## src/hw/rtl/gn3_pkg.sv

```systemverilog
`timescale 1ns / 1ps
// gn3_pkg: shared constants and types for the 3-D gradient noise sampler.
// No dependencies.

package gn3_pkg;

  localparam int TABLE_SIZE_DEF = 256;
  localparam int FRAC_BITS_DEF  = 16;

  localparam int COORD_W  = 24;
  localparam int BYTE_W   = 8;
  localparam int OUT_W    = 16;
  localparam int OUT_FRAC = 16;
  localparam int OUT_MAX  = 65535;
  localparam int HASH_W   = 4;

  // register stages from input to result
  localparam int PIPE_DEPTH = 8;

  // fade curve 6t^5 - 15t^4 + 10t^3
  localparam int FADE_A = 6;
  localparam int FADE_B = 15;
  localparam int FADE_C = 10;

  // gradient selection
  localparam logic [HASH_W-1:0] GRAD_SEL_P = 4'd8;
  localparam logic [HASH_W-1:0] GRAD_SEL_Q = 4'd4;
  localparam logic [HASH_W-1:0] GRAD_QX_A  = 4'd12;
  localparam logic [HASH_W-1:0] GRAD_QX_B  = 4'd14;

  typedef enum logic {
    REQ_LOAD   = 1'b0,
    REQ_SAMPLE = 1'b1
  } req_t;

endpackage

```

## src/hw/rtl/gn3_fade.sv

```systemverilog
`timescale 1ns / 1ps
// gn3_fade: four-stage pipelined quintic fade 6t^5-15t^4+10t^3, clamped to 0..1.
// Depends on gn3_pkg. Stage k loads on en[k].

module gn3_fade import gn3_pkg::*; #(
  parameter int FRAC_BITS = FRAC_BITS_DEF
) (
  input  logic                 clk,
  input  logic [3:0]           en,
  input  logic [FRAC_BITS-1:0] t,
  output logic [FRAC_BITS:0]   u
);

  localparam int FB  = FRAC_BITS;
  localparam int UW  = FB + 1;
  localparam int P1W = 2 * FB;
  localparam int PLW = FB + 5;
  localparam int RPW = UW + PLW;
  localparam int QW  = FB + 7;
  localparam logic [RPW:0]  HALF_W = (RPW + 1)'(1) << (FB - 1);
  localparam logic [QW-1:0] ONE_Q  = QW'(1) << FB;

  logic [FB-1:0]    t1_r;
  logic [P1W-1:0]   p1_r;
  logic [P1W:0]     t3p_r;
  logic [PLW-1:0]   poly_r;
  logic [RPW-1:0]   rp_r;
  logic [UW-1:0]    u_r;

  logic [P1W:0]     s2;
  logic [UW-1:0]    t2;
  logic [PLW:0]     poly;
  logic [P1W+1:0]   s3;
  logic [UW-1:0]    t3;
  logic [RPW:0]     s4;
  logic [QW-1:0]    q4;

  always_comb begin
    s2   = {1'b0, p1_r} + HALF_W[P1W:0];
    t2   = s2[P1W:FB];
    poly = ((PLW + 1)'(FADE_C) << FB)
         + (PLW + 1)'(FADE_A) * (PLW + 1)'(t2)
         - (PLW + 1)'(FADE_B) * (PLW + 1)'(t1_r);
    s3   = {1'b0, t3p_r} + HALF_W[P1W+1:0];
    t3   = s3[P1W:FB];
    s4   = {1'b0, rp_r} + HALF_W;
    q4   = s4[RPW:FB];
  end

  always_ff @(posedge clk) begin
    if (en[0]) begin
      t1_r <= t;
      p1_r <= P1W'(t) * P1W'(t);
    end
    if (en[1]) begin
      t3p_r  <= (P1W + 1)'(t2) * (P1W + 1)'(t1_r);
      poly_r <= poly[PLW-1:0];
    end
    if (en[2]) begin
      rp_r <= RPW'(t3) * RPW'(poly_r);
    end
    if (en[3]) begin
      u_r <= (q4 > ONE_Q) ? ONE_Q[UW-1:0] : q4[UW-1:0];
    end
  end

  assign u = u_r;

endmodule

```

## config.mk

```make
export PLATFORM = sky130hd
export DESIGN_NAME = gn3_fade
export DESIGN_NICKNAME = d
export VERILOG_FILES = /design/src/hw/rtl/gn3_pkg.sv /design/src/hw/rtl/gn3_fade.sv
export SDC_FILE = /design/constraint.sdc
export NUM_CORES = 2
export LEC_CHECK = 0
export BUFFER_PORTS_ARGS = -buffer_cell sky130_fd_sc_hd__buf_2
export CAP_MARGIN = 20
export CORE_AREA = 2 2 280 227
export DETAILED_ROUTE_END_ITERATION = 7
export DIE_AREA = 0 0 282 229
export GPL_TIMING_DRIVEN = 1
export PLACE_DENSITY = 0.7
export SYNTH_ARGS = -nofsm -noshare
export SYNTH_HDL_FRONTEND = slang
export SYNTH_SLANG_ARGS = --single-unit
export TNS_END_PERCENT = 50
```

## constraint.sdc

```tcl
create_clock -name clk -period 18.9 [get_ports clk]
set_input_delay 0.945 -clock clk [delete_from_list [all_inputs] [get_ports clk]]
set_output_delay 0.945 -clock clk [all_outputs]
set_load 0.1 [all_outputs]
```

==> After elaboration in Yosys (flattened, before gate mapping) <==
Cells that the tools add are included.
{ "totals": {"mem_bits_ro": 0, "mem_count": 0, "in_bits": 21, "latchBits": 0, "out_inout_bits": 17, "ramBits": 0, "elab_cells": 17, "ff_bits": 157} }
{ "classes": {"n_bitwise": 0, "mux": 0, "n_eq_ne": 0, "n_reduce_logical": 0, "add_sub_neg": 5, "n_lt_le_gt_ge": 1, "div": 0, "shifts": 0, "multipliers": 5} }
{ "ops": {"columns": ["cell", "n"], "rows": [
  ["adder 38 x 16 -> 39 bit, second input constant", 1],
  ["multiplier 17 x 21 -> 38 bit", 1],
  ["adder 32 x 16 -> 33 bit, second input constant", 1],
  ["adder 33 x 16 -> 33 bit, second input constant", 1],
  ["multiplier 17 x 16 -> 33 bit", 1],
  ["multiplier 16 x 16 -> 32 bit", 1],
  ["greater-than comparator 23 x 17 -> 1 bit, second input constant", 1],
  ["adder 20 x 20 -> 21 bit, first input constant", 1],
  ["subtractor 21 x 20 -> 21 bit", 1],
  ["multiplier 4 x 16 -> 20 bit, first input constant", 1],
  ["multiplier 2 x 17 -> 19 bit, first input constant", 1]
]} }

==> Logic depth before layout (Yosys ltp) <==
{ "depth": {"depth_word": 4, "ltp_mapped": 30, "depth_no_buf": 29} }

==> Worst setup path before layout <==
No wires, ideal clock.
{ "synth_timing": {"path_kind": "register -> register", "startpoint": "register p1_r[17]", "endpoint": "register t3p_r[32], data pin", "setup_slack_ns": 11.643, "stages_incl_launch_ff": 29, "required_time_ns": 18.640, "setup_ns": 0.260, "n_path_buf": 1, "t_arrival_ns": 6.997, "path_cell_list": "edfxtp_1 -> and3_1 -> and2_1 -> nand2_1 -> or2_2 -> xnor2_1 -> clkbuf_1 -> nand2_1 -> fa_1 -> inv_1 -> fa_1 -> inv_1 -> fa_1 -> inv_1 -> fa_1 -> inv_1 -> fa_1 -> inv_1 -> fa_1 -> ha_1 -> a21o_1 -> a21o_1 -> a221oi_1 -> a211oi_1 -> o2111ai_1 -> nand3_1 -> a31o_2 -> a21oi_1 -> xnor2_1"} }
{ "synth_between": {"elab_chain_cells": 2} }
{ "synth_lines": {"columns": ["element", "line", "text"], "rows": [
  ["start, declared", "gn3_fade.sv:24", "logic [P1W-1:0] p1_r;"],
  ["start signal, assigned", "gn3_fade.sv:53", "p1_r <= P1W'(t) * P1W'(t);"],
  ["adder 32 x 16 -> 33 bit", "gn3_fade.sv:39", "s2 = {1'b0, p1_r} + HALF_W[P1W:0];"],
  ["multiplier 17 x 16 -> 33 bit", "gn3_fade.sv:56", "t3p_r <= (P1W + 1)'(t2) * (P1W + 1)'(t1_r);"],
  ["end signal, assigned", "gn3_fade.sv:56", null],
  ["end, declared", "gn3_fade.sv:25", "logic [P1W:0] t3p_r;"]
]} }
Every way passes these cells.
A chain may end at the register's enable or synchronous reset.

==> Worst setup path after layout <==
{ "layout_timing": {"startpoint": "register p1_r[18]", "endpoint": "register t3p_r[32], data pin"} }
Same word-level chain as after synthesis.

==> metrics.md <==
| Metric | Value |
|---|---|
| Outcome | `finished, final reports clean` |
| Worst endpoint required time | `19,030 ps` |
| Starting density of the core | `0.545` |
| Crit path max-delay family | `adder cells` |
| First-pass detailed-route iteration total | `6` |
| Yosys warns | `0` |
| Setup crit end kind | `flip-flop` |
| CTS tree | `built` |
| Clock H-tree levels | `3` |
| # hold bufs at CTS | `0` |
| Startpoint Class | `flip-flop` |
| Number of cells on the critical path | `30` |
| Worst setup endpoint | `t3p_r[32]` |
| Initial antenna violation count | `1` |
| Post-synth EDFFs | `112` |
| Most frequent CP cell | `fa_1` |
| Max-capacitance violation count | `0` |
| Share of layout cells above drive strength 1 | `0.0290` |
| Initial DRC Count | `1,659` |
| Vias per inst | `5.27` |
| Reg area | `0.00336 mm2` |
| Final setup vio count | `0` |
| Core Area | `0.0619 mm2` |
| Crit Path Max Fanout | `18` |
| Asr flop ratio synth | `0` |
| Crit Path Class | `flip-flop to flip-flop` |
| Critical path arrival | `8080 ps` |
| Relative slew slack | `0.311` |
| Nets | `4,710` |
| Post-DP Area | `0.0348 mm2` |
| GRT busiest layer | `met2` |
| PostCTS Resize Cnt | `0` |
| Synth cell count leaders | `925 x inv_1, 699 x fa_1, 523 x nand2_1` |
| Clock Sinks | `112` |
| Fin crit period | `7950 ps` |
| Flop-to-flop setup slack | `10,950 ps` |
| Origin of the critical flop-to-flop path | `p1_r[18]` |
| GRT Util Overall | `0.252` |
| Fillers | `5,439` |
| Top cells by area, synth | `fa_1 41%, ha_1 14%, inv_1 10%` |
| Yosys top cell area share | `0.415` |
| Row cnt | `82` |
| Die height | `229 um` |
| Post-CTS Setup Inserts | `0` |
| Reg2reg path depth | `30` |
| DP HPWL | `60,900 um` |
| Flop and latch count out of synthesis | `112` |
| Final instance area | `0.0351 mm2` |
| Top FF cell, synth | `edfxtp_1` |
| CP startpoint | `p1_r[18]` |
| Die area | `0.0646 mm2` |
| Cts bufs inserted | `9` |
| Die Width | `282 um` |
| Synth unique cells | `68` |
| Grt met3 use | `0.0664` |
| Grt total ovfl | `0` |
| FF-to-FF End | `t3p_r[32]` |
| DRC | `0` |
| Met2 Resource Use GR | `0.382` |
| Post-Syn Area | `0.0337 mm2` |
| Hold crit path type | `flip-flop to flip-flop` |
| Count leader, synth | `inv_1` |
| Final WL | `75,200 um` |
| Syn avg cell area | `9.23 um2` |
| Multi-input logic area | `0.0264 mm2` |
| DR vias | `23,503` |
| Antenna cells | `0` |
| Vias in the first global route | `25,058` |
| Critical path's slowest cell | `a211oi_1` |
| Drt wl/cell | `16.9 um` |
| Tcrit/Tclk final | `0.421` |
| Clk slew on worst S/H paths | `80 ps` |
| Largest area contributor in the netlist | `fa_1` |
| Syn nets | `4,750` |
| Worst Clk Skew | `21.4 ps` |
| Crit path buf inv count | `6` |
| Tightest Pin Transition | `1030 ps` |
| Max Slew Vio Count | `0` |
| Setup TNS | `0 ps` |
| GPL Wtd Cong | `0.894` |
| Root buffer cell | `clkbuf_16` |
| CP peak stage delay | `650 ps` |
| Final hold vios | `0` |
| First-pass GRT wire length | `129,000 um` |
| Worst-skew pair later-pin latency | `400 ps` |
| I/O Pins | `38` |
| Synth Instances | `3,655` |
| Peak Freq | `0.126 GHz` |
| Register area share after synthesis | `0.0997` |
| RSZ-0062 raised after global routing | `false` |
| ANT nets after route | `0` |
| Port buffer count | `37` |
| Clk buf depth | `2` |
| GRT met1 Usage | `0.367` |
| Largest net degree at the start of global routing | `40` |
| P&R area growth vs syn | `3.99%` |
-- layout make-up --
class                   instances  share of cell area
clock buffers                   9             0.00642
clock inverters                 7             0.00264
inverters                     925              0.0990
multi-input cells            2494               0.753
flip-flops and latches        112              0.0959
well taps                     840              0.0300
repair buffers                 73              0.0129
-- cells in the final DEF, fill, tap and decap left out, types with 6 or more instances in the layout --
cell type | Yosys | routed
o21bai_1 | 10 | 10
a211o_1 | 6 | 6
nor3_1 | 28 | 28
and3_1 | 15 | 15
nand3_1 | 37 | 37
a21oi_1 | 63 | 63
inv_1 | 925 | 925
ha_1 | 375 | 375
fa_1 | 699 | 699
nand4_1 | 19 | 19
o21ai_0 | 37 | 37
buf_4 | 1 | 35
nor2b_1 | 9 | 9
buf_2 | 3 | 37
or2_2 | 7 | 7
xnor2_1 | 91 | 91
nor2_1 | 120 | 120
nand2b_1 | 9 | 9
edfxtp_1 | 112 | 112
and2_1 | 251 | 251
xor2_1 | 46 | 46
nand2_1 | 523 | 523
and4_1 | 7 | 7
a211oi_1 | 7 | 7
a21o_1 | 41 | 41
o21a_1 | 18 | 18
clkbuf_16 | 0 | 9
-- sequential cells by signal, indices dropped and copies added (netlist names) --
| name | flops |
|---|---|
| p1_r | 17 |
| t3p_r | 18 |
| t1_r | 16 |
| poly_r | 21 |
| u | 17 |
| rp_r | 23 |
-- tightest hold or removal path: stages, from the launching register on --
cell,delay (ps)
edfxtp_1,430
xnor2_1,90
nor2_1,80
-- stage by stage --
stage	cells	util	hold WS [ps]	setup slack (ps)
global placement	4443	0.562	666	11190
CTS	4460	0.567	720	11030
floorplan	3655	-	485	11640
detailed placement	4444	0.562	679	11140
finish	4460	0.567	717	10950
global route	4460	0.567	769	10450
-- how the worst min path moves through the flow --
stage	from	end	slack, ps	depth (start not counted)
6_report	rp_r[20]	u[4]	720	2
5_1_grt	rp_r[20]	u[4]	770	2
4_1_cts	rp_r[20]	u[4]	720	2
3_5_place_dp	rp_r[22]	u[6]	680	2
3_3_place_gp	rp_r[22]	u[6]	670	2
2_1_floorplan	t1_r[0]	poly_r[0]	480	0
-- metal layers --
metal / routed length (um) / vias to the layer above / share of wire
met2: 32500 / 838 / 0.43
met5: 0 / - / 0
li1: - / 10860 / -
met1: 34300 / 11734 / 0.46
met3: 7290 / 71 / 0.097
met4: 1110 / 0 / 0.015
-- logic make-up after synthesis --
| kind of cell | count (synthesis) | share of synthesized area |
|---|---|---|
| adders and majority gates | 1074 | 0.554 |
| buffers and inverters | 1049 | 0.117 |
| and+or+nand+nor | 1041 | 0.145 |
| AOI/OAI and AO/OA | 239 | 0.0478 |
| xor gates and xnor gates | 137 | 0.0356 |
| DFF | 112 | 0.0997 |
| muxes | 3 | 0.000927 |
Power is left out: the tool's default activity adds up to more than one toggle a clock period on the data nets, which glitch-free logic cannot reach.
